$ cat src/rtl/core/phfu_pkg.sv
// Package with opcodes, action codes and stage records of the hazard and forwarding unit.
package phfu_pkg;

  localparam logic [5:0] OP_SPECIAL = 6'b000000;
  localparam logic [5:0] OP_LW      = 6'b100011;
  localparam logic [5:0] OP_SW      = 6'b101011;
  localparam logic [5:0] OP_BEQ     = 6'b000100;
  localparam logic [5:0] OP_J       = 6'b000010;
  localparam logic [5:0] OP_JAL     = 6'b000011;
  localparam logic [5:0] OP_LUI     = 6'b001111;

  localparam logic [5:0] FUNCT_SLL  = 6'b000000;
  localparam logic [5:0] FUNCT_SRL  = 6'b000010;
  localparam logic [5:0] FUNCT_JR   = 6'b001000;

  localparam logic [31:0] NOOP_WORD = 32'h0000_0000;

  localparam logic [1:0] SEL_REGFILE   = 2'd0;
  localparam logic [1:0] SEL_EXECUTE   = 2'd1;
  localparam logic [1:0] SEL_WRITEBACK = 2'd2;

  localparam logic [1:0] FETCH_HOLD   = 2'd0;
  localparam logic [1:0] FETCH_NEXT   = 2'd1;
  localparam logic [1:0] FETCH_BUBBLE = 2'd2;

  localparam logic [2:0] PC_HOLD     = 3'd0;
  localparam logic [2:0] PC_PLUS4    = 3'd1;
  localparam logic [2:0] PC_JUMP     = 3'd2;
  localparam logic [2:0] PC_REGISTER = 3'd3;
  localparam logic [2:0] PC_BRANCH   = 3'd4;

  typedef struct packed {
    logic       rd_rs;
    logic       rd_rt;
    logic [4:0] rs;
    logic [4:0] rt;
    logic       wr_en;
    logic [4:0] wreg;
    logic       ld;
    logic       beq;
    logic       jump;
    logic       jal;
    logic       jr;
  } dec_info_t;

  typedef struct packed {
    dec_info_t   dec;
    dec_info_t   exe;
    dec_info_t   mem;
    logic [25:0] target;
  } s1_t;

  typedef struct packed {
    logic        hazard;
    logic        bstall;
    logic        exe_beq;
    logic        fwd_e_rs;
    logic        fwd_m_rs;
    logic        fwd_e_rt;
    logic        fwd_m_rt;
    logic        jump;
    logic        jal;
    logic        jr;
    logic [4:0]  rs;
    logic [4:0]  rt;
    logic [25:0] target;
  } s2_t;

  typedef struct packed {
    logic        load_use_stall;
    logic        branch_stall;
    logic [1:0]  first_source_select;
    logic [1:0]  second_source_select;
    logic [1:0]  fetch_action;
    logic [2:0]  pc_action;
    logic [27:0] jump_target;
    logic        link_write;
    logic [4:0]  jump_register_index;
    logic [4:0]  first_source_index;
    logic [4:0]  second_source_index;
  } res_t;

endpackage

$ cat src/rtl/core/phfu_if.sv
// Request and result channels of the hazard and forwarding unit.
interface phfu_in_if;
  logic        valid;
  logic        ready;
  logic [31:0] decode_word;
  logic [31:0] execute_word;
  logic [31:0] memory_word;

  modport source (output valid, output decode_word, output execute_word,
                  output memory_word, input ready);
  modport sink (input valid, input decode_word, input execute_word,
                input memory_word, output ready);
endinterface

interface phfu_out_if;
  logic        valid;
  logic        ready;
  logic        load_use_stall;
  logic        branch_stall;
  logic [1:0]  first_source_select;
  logic [1:0]  second_source_select;
  logic [1:0]  fetch_action;
  logic [2:0]  pc_action;
  logic [27:0] jump_target;
  logic        link_write;
  logic [4:0]  jump_register_index;
  logic [4:0]  first_source_index;
  logic [4:0]  second_source_index;

  modport source (output valid, output load_use_stall, output branch_stall,
                  output first_source_select, output second_source_select,
                  output fetch_action, output pc_action, output jump_target,
                  output link_write, output jump_register_index,
                  output first_source_index, output second_source_index,
                  input ready);
  modport sink (input valid, input load_use_stall, input branch_stall,
                input first_source_select, input second_source_select,
                input fetch_action, input pc_action, input jump_target,
                input link_write, input jump_register_index,
                input first_source_index, input second_source_index,
                output ready);
endinterface

$ cat src/rtl/core/phfu_decode.sv
// Instruction classifier that gives the registers one word reads and writes.
module phfu_decode
  import phfu_pkg::*;
(
  input  logic [31:0] word,
  output dec_info_t   info
);

  logic [5:0] op;
  logic [5:0] funct;
  logic [4:0] rs;
  logic [4:0] rt;
  logic [4:0] rd;
  logic       reads_rs;
  logic       reads_rt;

  assign op    = word[31:26];
  assign funct = word[5:0];
  assign rs    = word[25:21];
  assign rt    = word[20:16];
  assign rd    = word[15:11];

  always_comb begin
    reads_rs   = 1'b0;
    reads_rt   = 1'b0;
    info.wr_en = 1'b0;
    info.wreg  = rt;
    info.ld    = 1'b0;
    info.beq   = 1'b0;
    info.jump  = 1'b0;
    info.jal   = 1'b0;
    info.jr    = 1'b0;
    case (op)
      OP_SPECIAL: begin
        if (funct == FUNCT_JR) begin
          info.jr  = 1'b1;
          reads_rs = 1'b1;
        end else if (word != NOOP_WORD) begin
          info.wr_en = 1'b1;
          info.wreg  = rd;
          reads_rt   = 1'b1;
          reads_rs   = !(funct == FUNCT_SLL || funct == FUNCT_SRL);
        end
      end
      OP_LW: begin
        reads_rs   = 1'b1;
        info.wr_en = 1'b1;
        info.ld    = 1'b1;
      end
      OP_SW: begin
        reads_rs = 1'b1;
        reads_rt = 1'b1;
      end
      OP_BEQ: begin
        reads_rs = 1'b1;
        reads_rt = 1'b1;
        info.beq = 1'b1;
      end
      OP_LUI: begin
        info.wr_en = 1'b1;
        info.ld    = 1'b1;
      end
      OP_J: begin
        info.jump = 1'b1;
      end
      OP_JAL: begin
        info.jump = 1'b1;
        info.jal  = 1'b1;
      end
      default: begin
        reads_rs = 1'b0;
      end
    endcase
    // A field counts as read when its register is in the read set at all.
    info.rd_rs = reads_rs || (reads_rt && rt == rs);
    info.rd_rt = reads_rt || (reads_rs && rs == rt);
    info.rs    = rs;
    info.rt    = rt;
  end

endmodule

$ cat src/rtl/core/pipeline_hazard_forward_unit_core.sv
// Top level of the pipeline hazard and forwarding unit.
// The unit takes one request per cycle while the output side is ready, each holding the decode,
// execute and memory stage instruction words, and presents the stall flags, operand forwarding
// selects, fetch and PC actions, jump target, link flag and register indices for it from the
// output register. The three register stages are decode, register compare and action select;
// each stage moves on when the one after it is empty or moving, so a stalled result waits in
// the output register while later requests close up into empty stages behind it, and the
// sustained rate is one request per cycle while the output side is ready.
module pipeline_hazard_forward_unit_core
  import phfu_pkg::*;
(
  input  logic        clk,
  input  logic        rst_n,
  phfu_in_if.sink     in_if,
  phfu_out_if.source  out_if
);

  logic  v1_r, v2_r, v3_r;
  logic  rdy1, rdy2, rdy3;
  s1_t   s1_r, s1_nxt;
  s2_t   s2_r, s2_nxt;
  res_t  s3_r, s3_nxt;

  assign rdy3 = !v3_r || out_if.ready;
  assign rdy2 = !v2_r || rdy3;
  assign rdy1 = !v1_r || rdy2;
  assign in_if.ready = rdy1;

  phfu_decode u_dec_decode (.word(in_if.decode_word),  .info(s1_nxt.dec));
  phfu_decode u_dec_execute (.word(in_if.execute_word), .info(s1_nxt.exe));
  phfu_decode u_dec_memory (.word(in_if.memory_word),  .info(s1_nxt.mem));
  assign s1_nxt.target = in_if.decode_word[25:0];

  always_comb begin
    s2_nxt.hazard   = s1_r.exe.ld && s1_r.exe.wr_en &&
                      ((s1_r.dec.rd_rs && s1_r.dec.rs == s1_r.exe.wreg) ||
                       (s1_r.dec.rd_rt && s1_r.dec.rt == s1_r.exe.wreg));
    s2_nxt.bstall   = s1_r.dec.beq || s1_r.exe.beq;
    s2_nxt.exe_beq  = s1_r.exe.beq;
    s2_nxt.fwd_e_rs = s1_r.dec.rd_rs && s1_r.exe.wr_en && s1_r.exe.wreg == s1_r.dec.rs;
    s2_nxt.fwd_m_rs = s1_r.dec.rd_rs && s1_r.mem.wr_en && s1_r.mem.wreg == s1_r.dec.rs;
    s2_nxt.fwd_e_rt = s1_r.dec.rd_rt && s1_r.exe.wr_en && s1_r.exe.wreg == s1_r.dec.rt;
    s2_nxt.fwd_m_rt = s1_r.dec.rd_rt && s1_r.mem.wr_en && s1_r.mem.wreg == s1_r.dec.rt;
    s2_nxt.jump     = s1_r.dec.jump;
    s2_nxt.jal      = s1_r.dec.jal;
    s2_nxt.jr       = s1_r.dec.jr;
    s2_nxt.rs       = s1_r.dec.rs;
    s2_nxt.rt       = s1_r.dec.rt;
    s2_nxt.target   = s1_r.target;
  end

  always_comb begin
    s3_nxt.load_use_stall = s2_r.hazard;
    s3_nxt.branch_stall   = s2_r.bstall;
    s3_nxt.first_source_select  = SEL_REGFILE;
    s3_nxt.second_source_select = SEL_REGFILE;
    if (!s2_r.hazard) begin
      if (s2_r.fwd_e_rs) begin
        s3_nxt.first_source_select = SEL_EXECUTE;
      end else if (s2_r.fwd_m_rs) begin
        s3_nxt.first_source_select = SEL_WRITEBACK;
      end
      if (s2_r.fwd_e_rt) begin
        s3_nxt.second_source_select = SEL_EXECUTE;
      end else if (s2_r.fwd_m_rt) begin
        s3_nxt.second_source_select = SEL_WRITEBACK;
      end
    end
    if (s2_r.hazard) begin
      s3_nxt.fetch_action = FETCH_HOLD;
    end else if (s2_r.bstall || s2_r.jump || s2_r.jr) begin
      s3_nxt.fetch_action = FETCH_BUBBLE;
    end else begin
      s3_nxt.fetch_action = FETCH_NEXT;
    end
    if (s2_r.exe_beq) begin
      s3_nxt.pc_action = PC_BRANCH;
    end else if (s2_r.bstall || s2_r.hazard) begin
      s3_nxt.pc_action = PC_HOLD;
    end else if (s2_r.jump) begin
      s3_nxt.pc_action = PC_JUMP;
    end else if (s2_r.jr) begin
      s3_nxt.pc_action = PC_REGISTER;
    end else begin
      s3_nxt.pc_action = PC_PLUS4;
    end
    s3_nxt.jump_target         = {s2_r.target, 2'b00};
    s3_nxt.link_write          = s2_r.jal && !s2_r.bstall && !s2_r.hazard;
    s3_nxt.jump_register_index = s2_r.rs;
    s3_nxt.first_source_index  = s2_r.rs;
    s3_nxt.second_source_index = s2_r.rt;
  end

  always_ff @(posedge clk) begin
    if (!rst_n) begin
      v1_r <= 1'b0;
      v2_r <= 1'b0;
      v3_r <= 1'b0;
    end else begin
      if (rdy1) begin
        v1_r <= in_if.valid;
      end
      if (rdy2) begin
        v2_r <= v1_r;
      end
      if (rdy3) begin
        v3_r <= v2_r;
      end
    end
  end

  always_ff @(posedge clk) begin
    if (rdy1) begin
      s1_r <= s1_nxt;
    end
    if (rdy2) begin
      s2_r <= s2_nxt;
    end
    if (rdy3) begin
      s3_r <= s3_nxt;
    end
  end

  assign out_if.valid                = v3_r;
  assign out_if.load_use_stall       = s3_r.load_use_stall;
  assign out_if.branch_stall         = s3_r.branch_stall;
  assign out_if.first_source_select  = s3_r.first_source_select;
  assign out_if.second_source_select = s3_r.second_source_select;
  assign out_if.fetch_action         = s3_r.fetch_action;
  assign out_if.pc_action            = s3_r.pc_action;
  assign out_if.jump_target          = s3_r.jump_target;
  assign out_if.link_write           = s3_r.link_write;
  assign out_if.jump_register_index  = s3_r.jump_register_index;
  assign out_if.first_source_index   = s3_r.first_source_index;
  assign out_if.second_source_index  = s3_r.second_source_index;

  a_accept_fills: assert property (@(posedge clk) disable iff (!rst_n)
    in_if.valid && in_if.ready |=> v1_r)
    else $error("accepted request did not enter the first stage");

  a_stall_no_fwd: assert property (@(posedge clk) disable iff (!rst_n)
    v3_r && s3_r.load_use_stall |->
      s3_r.first_source_select == SEL_REGFILE && s3_r.second_source_select == SEL_REGFILE)
    else $error("forwarding select set during load-use stall");

  a_stall_hold: assert property (@(posedge clk) disable iff (!rst_n)
    v3_r && s3_r.load_use_stall |-> s3_r.fetch_action == FETCH_HOLD)
    else $error("fetch not held during load-use stall");

  a_link_jump: assert property (@(posedge clk) disable iff (!rst_n)
    v3_r && s3_r.link_write |-> s3_r.pc_action == PC_JUMP)
    else $error("link write without jump target");

  a_out_hold: assert property (@(posedge clk) disable iff (!rst_n)
    v3_r && !out_if.ready |=> v3_r && $stable(s3_r))
    else $error("stalled result register changed");

endmodule

$ cat src/flat_wrapper.sv
// flat-port wrapper written by rule: the top's interface ports become plain ports
module pipeline_hazard_forward_unit_core_flat import phfu_pkg::*;
  (clk, rst_n, in_if_valid, in_if_decode_word, in_if_execute_word, in_if_memory_word, in_if_ready, out_if_valid, out_if_load_use_stall, out_if_branch_stall, out_if_first_source_select, out_if_second_source_select, out_if_fetch_action, out_if_pc_action, out_if_jump_target, out_if_link_write, out_if_jump_register_index, out_if_first_source_index, out_if_second_source_index, out_if_ready);
  phfu_in_if in_if_i ();
  phfu_out_if out_if_i ();
  input  logic clk;
  input  logic rst_n;
  input wire logic [$bits(in_if_i.valid)-1:0] in_if_valid;
  input wire logic [$bits(in_if_i.decode_word)-1:0] in_if_decode_word;
  input wire logic [$bits(in_if_i.execute_word)-1:0] in_if_execute_word;
  input wire logic [$bits(in_if_i.memory_word)-1:0] in_if_memory_word;
  output wire logic [$bits(in_if_i.ready)-1:0] in_if_ready;
  output wire logic [$bits(out_if_i.valid)-1:0] out_if_valid;
  output wire logic [$bits(out_if_i.load_use_stall)-1:0] out_if_load_use_stall;
  output wire logic [$bits(out_if_i.branch_stall)-1:0] out_if_branch_stall;
  output wire logic [$bits(out_if_i.first_source_select)-1:0] out_if_first_source_select;
  output wire logic [$bits(out_if_i.second_source_select)-1:0] out_if_second_source_select;
  output wire logic [$bits(out_if_i.fetch_action)-1:0] out_if_fetch_action;
  output wire logic [$bits(out_if_i.pc_action)-1:0] out_if_pc_action;
  output wire logic [$bits(out_if_i.jump_target)-1:0] out_if_jump_target;
  output wire logic [$bits(out_if_i.link_write)-1:0] out_if_link_write;
  output wire logic [$bits(out_if_i.jump_register_index)-1:0] out_if_jump_register_index;
  output wire logic [$bits(out_if_i.first_source_index)-1:0] out_if_first_source_index;
  output wire logic [$bits(out_if_i.second_source_index)-1:0] out_if_second_source_index;
  input wire logic [$bits(out_if_i.ready)-1:0] out_if_ready;
  assign in_if_i.valid = in_if_valid;
  assign in_if_i.decode_word = in_if_decode_word;
  assign in_if_i.execute_word = in_if_execute_word;
  assign in_if_i.memory_word = in_if_memory_word;
  assign in_if_ready = in_if_i.ready;
  assign out_if_valid = out_if_i.valid;
  assign out_if_load_use_stall = out_if_i.load_use_stall;
  assign out_if_branch_stall = out_if_i.branch_stall;
  assign out_if_first_source_select = out_if_i.first_source_select;
  assign out_if_second_source_select = out_if_i.second_source_select;
  assign out_if_fetch_action = out_if_i.fetch_action;
  assign out_if_pc_action = out_if_i.pc_action;
  assign out_if_jump_target = out_if_i.jump_target;
  assign out_if_link_write = out_if_i.link_write;
  assign out_if_jump_register_index = out_if_i.jump_register_index;
  assign out_if_first_source_index = out_if_i.first_source_index;
  assign out_if_second_source_index = out_if_i.second_source_index;
  assign out_if_i.ready = out_if_ready;
  pipeline_hazard_forward_unit_core u_core (.clk(clk), .rst_n(rst_n), .in_if(in_if_i), .out_if(out_if_i));
endmodule
$ cat config.mk
export PLATFORM = sky130hd
export DESIGN_NAME = pipeline_hazard_forward_unit_core_flat
export DESIGN_NICKNAME = d
export VERILOG_FILES = /design/src/rtl/core/phfu_pkg.sv /design/src/rtl/core/phfu_if.sv /design/src/rtl/core/phfu_decode.sv /design/src/rtl/core/pipeline_hazard_forward_unit_core.sv /design/src/flat_wrapper.sv
export SDC_FILE = /design/constraint.sdc
export NUM_CORES = 1
export LEC_CHECK = 0
export BUFFER_PORTS_ARGS = -buffer_cell sky130_fd_sc_hd__buf_4
export CORE_ASPECT_RATIO = 0.5
export CORE_MARGIN = 2
export CORE_UTILIZATION = 45
export DETAILED_ROUTE_END_ITERATION = 10
export PLACE_DENSITY_LB_ADDON = 0.1
export SETUP_SLACK_MARGIN = 0.15
export SYNTH_ARGS = -nofsm -noshare
export SYNTH_HDL_FRONTEND = slang
export SYNTH_HIERARCHICAL = 1
export SYNTH_SLANG_ARGS = --single-unit
$ cat constraint.sdc
create_clock -name clk -period 7.6 [get_ports clk]
set_clock_uncertainty 0.05 [all_clocks]
set_input_delay 1.14 -clock clk [delete_from_list [all_inputs] [get_ports clk]]
set_output_delay 1.14 -clock clk [all_outputs]
set_load 0.03 [all_outputs]
After elaboration in Yosys (flattened, before gate mapping)
Cells that the tools add are included.

storage, ports and cells
  register bits after elaboration = 153
  output and inout port bits = 57
  logic and storage cells = 144

operators by class
  equal/unequal tests = 22
  muxes and demuxes = 28
  reductions and logical operators = 49

operators by type and width
  kind                                            count
  nonzero test 32 bit                             3
  == test 5 bit                                   8
  == test 6 x 4 -> 1 bit (second input constant)  5
  == test 6 bit (second input constant)           4
  logical NOT 6 bit                               4
  two-way mux 6 bit                               4
  == test 6 x 2 -> 1 bit (second input constant)  3
  logical AND 1 bit                               16
  OR reduction 2 bit                              7
  == test 6 x 3 -> 1 bit (second input constant)  2
  two-way mux 1 bit                               12
  logical OR 1 bit                                11
  two-way mux 5 bit                               2
  two-way mux 2 bit                               4
  case mux 1 bit (2 select lines)                 4
  logical NOT 1 bit                               6
  two-way mux 3 bit                               2
  OR reduction 3 bit                              2

Logic depth before layout (Yosys ltp)
  depth in word-level cells = 8
  gate-level depth with buffers = 5
  mapped depth without buffers = 5

Cells and area by module
Netlist, hierarchy kept.

by module, submodules not included
  module                                  times used  cells each  area each (um^2)  seq. area each (um^2)
  pipeline_hazard_forward_unit_core       1           216         4999.8            4564.4
  phfu_decode at u_core.u_dec_decode ...  2           58          420.4             0.0
  phfu_decode at u_core.u_dec_memory      1           58          421.7             0.0

Worst setup path before layout
OpenSTA, ideal clock, no wires.

  path kind = in2out
  from = input out_if_ready
  to = output in_if_ready
  arrival = 2.898 ns
  data required time = 6.410 ns
  setup slack = 3.512 ns
  cell stages on the path = 2
  path buffers = 0
  path through = nor2b_1 -> nand3_1

between the ends
  longest elaborated chain between the ends = 3

RTL lines
  element           RTL line                                 RTL
  start, declared   flat_wrapper.sv:25                       input wire logic [$bits(out_if_i.ready)-1:0] out_if_ready;
  logical OR 1 bit  pipeline_hazard_forward_unit_core.sv:24  assign rdy3 = !v3_r || out_if.ready;
  logical OR 1 bit  pipeline_hazard_forward_unit_core.sv:25  assign rdy2 = !v2_r || rdy3;
  logical OR 1 bit  pipeline_hazard_forward_unit_core.sv:26  assign rdy1 = !v1_r || rdy2;
  end, declared     flat_wrapper.sv:12                       output wire logic [$bits(in_if_i.ready)-1:0] in_if_ready;

Every way passes these cells.

Worst setup path in the final report
Same ends and word-level chain as after synthesis.

==> run_results.csv <==
group,metric,value,unit
status,status,"finished, final reports clean",
placement,io_buffers,154,
flow_run,maxCapViolations,0,
timing,holdWs,0.362,ns
die,chipHeight,84.1,µm
clocking,clock_path_buffers,2,
global_route,grt_usage,0.154,
power_and_ir_drop,power.density,253,mW/mm²
timing,fin_crit_sh,0.521,
finish,syn2layout_area_growth,31.6,%
clocking,postCtsHoldBufs,0,
critical_path,critPathKind,"in2out",
timing,fmax,252,MHz
power_and_ir_drop,p_leak,3.00,nW
synthesis,yosys_warnings,6,
route,drtPass1Iterations,4,
global_route,grt_pass1_wl,15700,µm
route,drc,0,
timing,finalWorstSetupSlack,3.64,ns
die,die_area,0.0138,mm²
route,wl,10000,µm
min_path,hp-class,"reg2reg",
route,ant_nets,0,
die,start_util,0.458,
global_route,gr-total-overflow,0,
finish,drive_gt1_frac,0.428,
timing,hold_viol_final,0,
die,die_width,164,µm
timing,slew_viol_final,0,
finish,seq_area,0.00456,mm²
clocking,cts_root_buffer,"clkbuf_16",
die,coreArea,0.0126,mm²
global_route,grt_pass1_vias,3094,
clocking,clk_latency,0.41,ns
finish,n_antenna_cell,0,
clocking,htreeDepth,4,
power_and_ir_drop,p_total,0.00192,W
clocking,postCtsSetupRepairBufs,0,
clocking,clkSinkCount,153,
critical_path,endpoint_kind,"output pin",
clocking,cts_tree,"built",
timing,finalSetupTns,0,ns
timing,rsz0062_at_grt,"false",
finish,post-route-util,0.603,
global_route,grt_max_degree,59,
critical_path,arrival,2.77,ns
timing,timing.final.crit_period,3.96,ns
placement,post-place-ws,3.59,ns
power_and_ir_drop,max-vdd-ir-drop,0.000208,V
clocking,clk_pin_slew,0.06,ns
placement,dp_hpwl,6960,µm
critical_path,critPathLaunchType,"input port",
die,design.portCount,157,
clocking,post_cts_resized,0,
timing,setup_viol,0,
critical_path,critical_path_required,6.41,ns
critical_path,worstPathMaxFanout,58,
route,drtIter0Drc,241,
global_route,antenna_found_initial,0,
route,dr_total_vias,3154,
finish,final_nets,578,
route,wire_per_inst,15.1,µm
synthesis,syn_area,0.00577,mm²
finish,multiInputGateArea,0.00108,mm²
clocking,cts_inserted_buffers,17,
timing,worstMarginPinSlew,1.08,ns
placement,gp_congestion,0.701,
finish,nFillCells,991,
die,fp-row-count,29,
synthesis,synth.avg_cell_area,17.9,µm²
timing,slew_headroom,0.275,
synthesis,syn_inst,322,
route,avgViaCountPerCell,4.77,
cell usage in the layout (no fill, tap or decap), drive strengths merged:
| cell | n |
|---|---|
| a21o | 1 |
| and2b | 1 |
| xor2 | 10 |
| clkinvlp | 6 |
| nor3b | 8 |
| o21a | 1 |
| inv | 8 |
| dfxtp | 3 |
| xnor2 | 15 |
| nor4 | 23 |
| buf | 154 |
| or2b | 3 |
| o211a | 1 |
| nor2 | 18 |
| edfxtp | 150 |
| a211o | 1 |
| a21boi | 1 |
| o22ai | 1 |
| or2 | 3 |
| a31oi | 1 |
| nand4 | 5 |
| nor2b | 5 |
| nor3 | 10 |
| nand3 | 9 |
| and3 | 2 |
| mux2 | 10 |
| clkbuf | 18 |
| a21oi | 4 |
| nand2 | 12 |
| bufinv | 1 |
| conb | 2 |
| and2 | 3 |
| clkinv | 1 |
per-stage QoR:
step                area [µm²]  instances
finish                    7590        661
global route              7590        661
CTS                       7590        661
detailed placement        7030        629
global placement          7030        629
floorplan                 5770        323
path summary, 6_finish.rpt:
| check | from | endpoint | slack [ns] | cells past startpoint |
|---|---|---|---|---|
| hold reg to reg | u_core/s2_r[35]$_DFFE_PP_ | u_core/out_if.jump_register_index[4]$_DFFE_PP_ | 0.36 | 0 |
| hold / removal | u_core/s2_r[35]$_DFFE_PP_ | u_core/out_if.jump_register_index[4]$_DFFE_PP_ | 0.36 | 0 |
| setup reg to reg | u_core/out_if.valid$_SDFFE_PN0P_ | u_core/s2_r[14]$_DFFE_PP_ | 5.56 | 2 |
| setup / recovery | out_if_ready | in_if_ready | 3.64 | 4 |
sequential cells by signal, indices dropped and copies added (netlist names):
name / flops
u_core/out_if.jump_target: 26
u_core/out_if.branch_stall: 1
u_core/out_if.fetch_action: 2
u_core/s1_r: 56
u_core/out_if.load_use_stall: 1
u_core/out_if.second_source_index: 5
u_core/out_if.first_source_select: 2
u_core/v1_r: 1
u_core/out_if.link_write: 1
u_core/s2_r: 46
u_core/v2_r: 1
u_core/out_if.second_source_select: 2
u_core/out_if.pc_action: 3
u_core/out_if.valid: 1
u_core/out_if.jump_register_index: 5
metal layers:
metal | vias to the layer above | wire length [µm] | global-route usage
met3 | 9 | 573 | 0.0358
met1 | 1488 | 4700 | 0.217
met5 | - | 0 | 0
met2 | 113 | 4620 | 0.230
li1 | 1544 | - | -
met4 | 0 | 120 | 0.0670
report_power, final:
group / switching (W) / total (W) / internal [W]
sequential: 0.0000184 / 0.000985 / 0.000967
combinational: 0.0000722 / 0.000141 / 0.0000688
clock: 0.000336 / 0.000794 / 0.000458
layout make-up:
class | instances | area share
clock inverters | 14 | 0.0183
repair buffers | 154 | 0.152
clock buffers | 18 | 0.0565
well taps | 170 | 0.0280
multi-input cells | 150 | 0.143
inverters | 2 | 0.000989
flip-flops and latches | 153 | 0.601
critical path, cell delays in order:
cell     delay [ns]
buf_4          0.11
nor2b_1        0.39
nand3_4        0.67
buf_4          0.44
No activity file was read; power rests on OpenSTA's default activity.
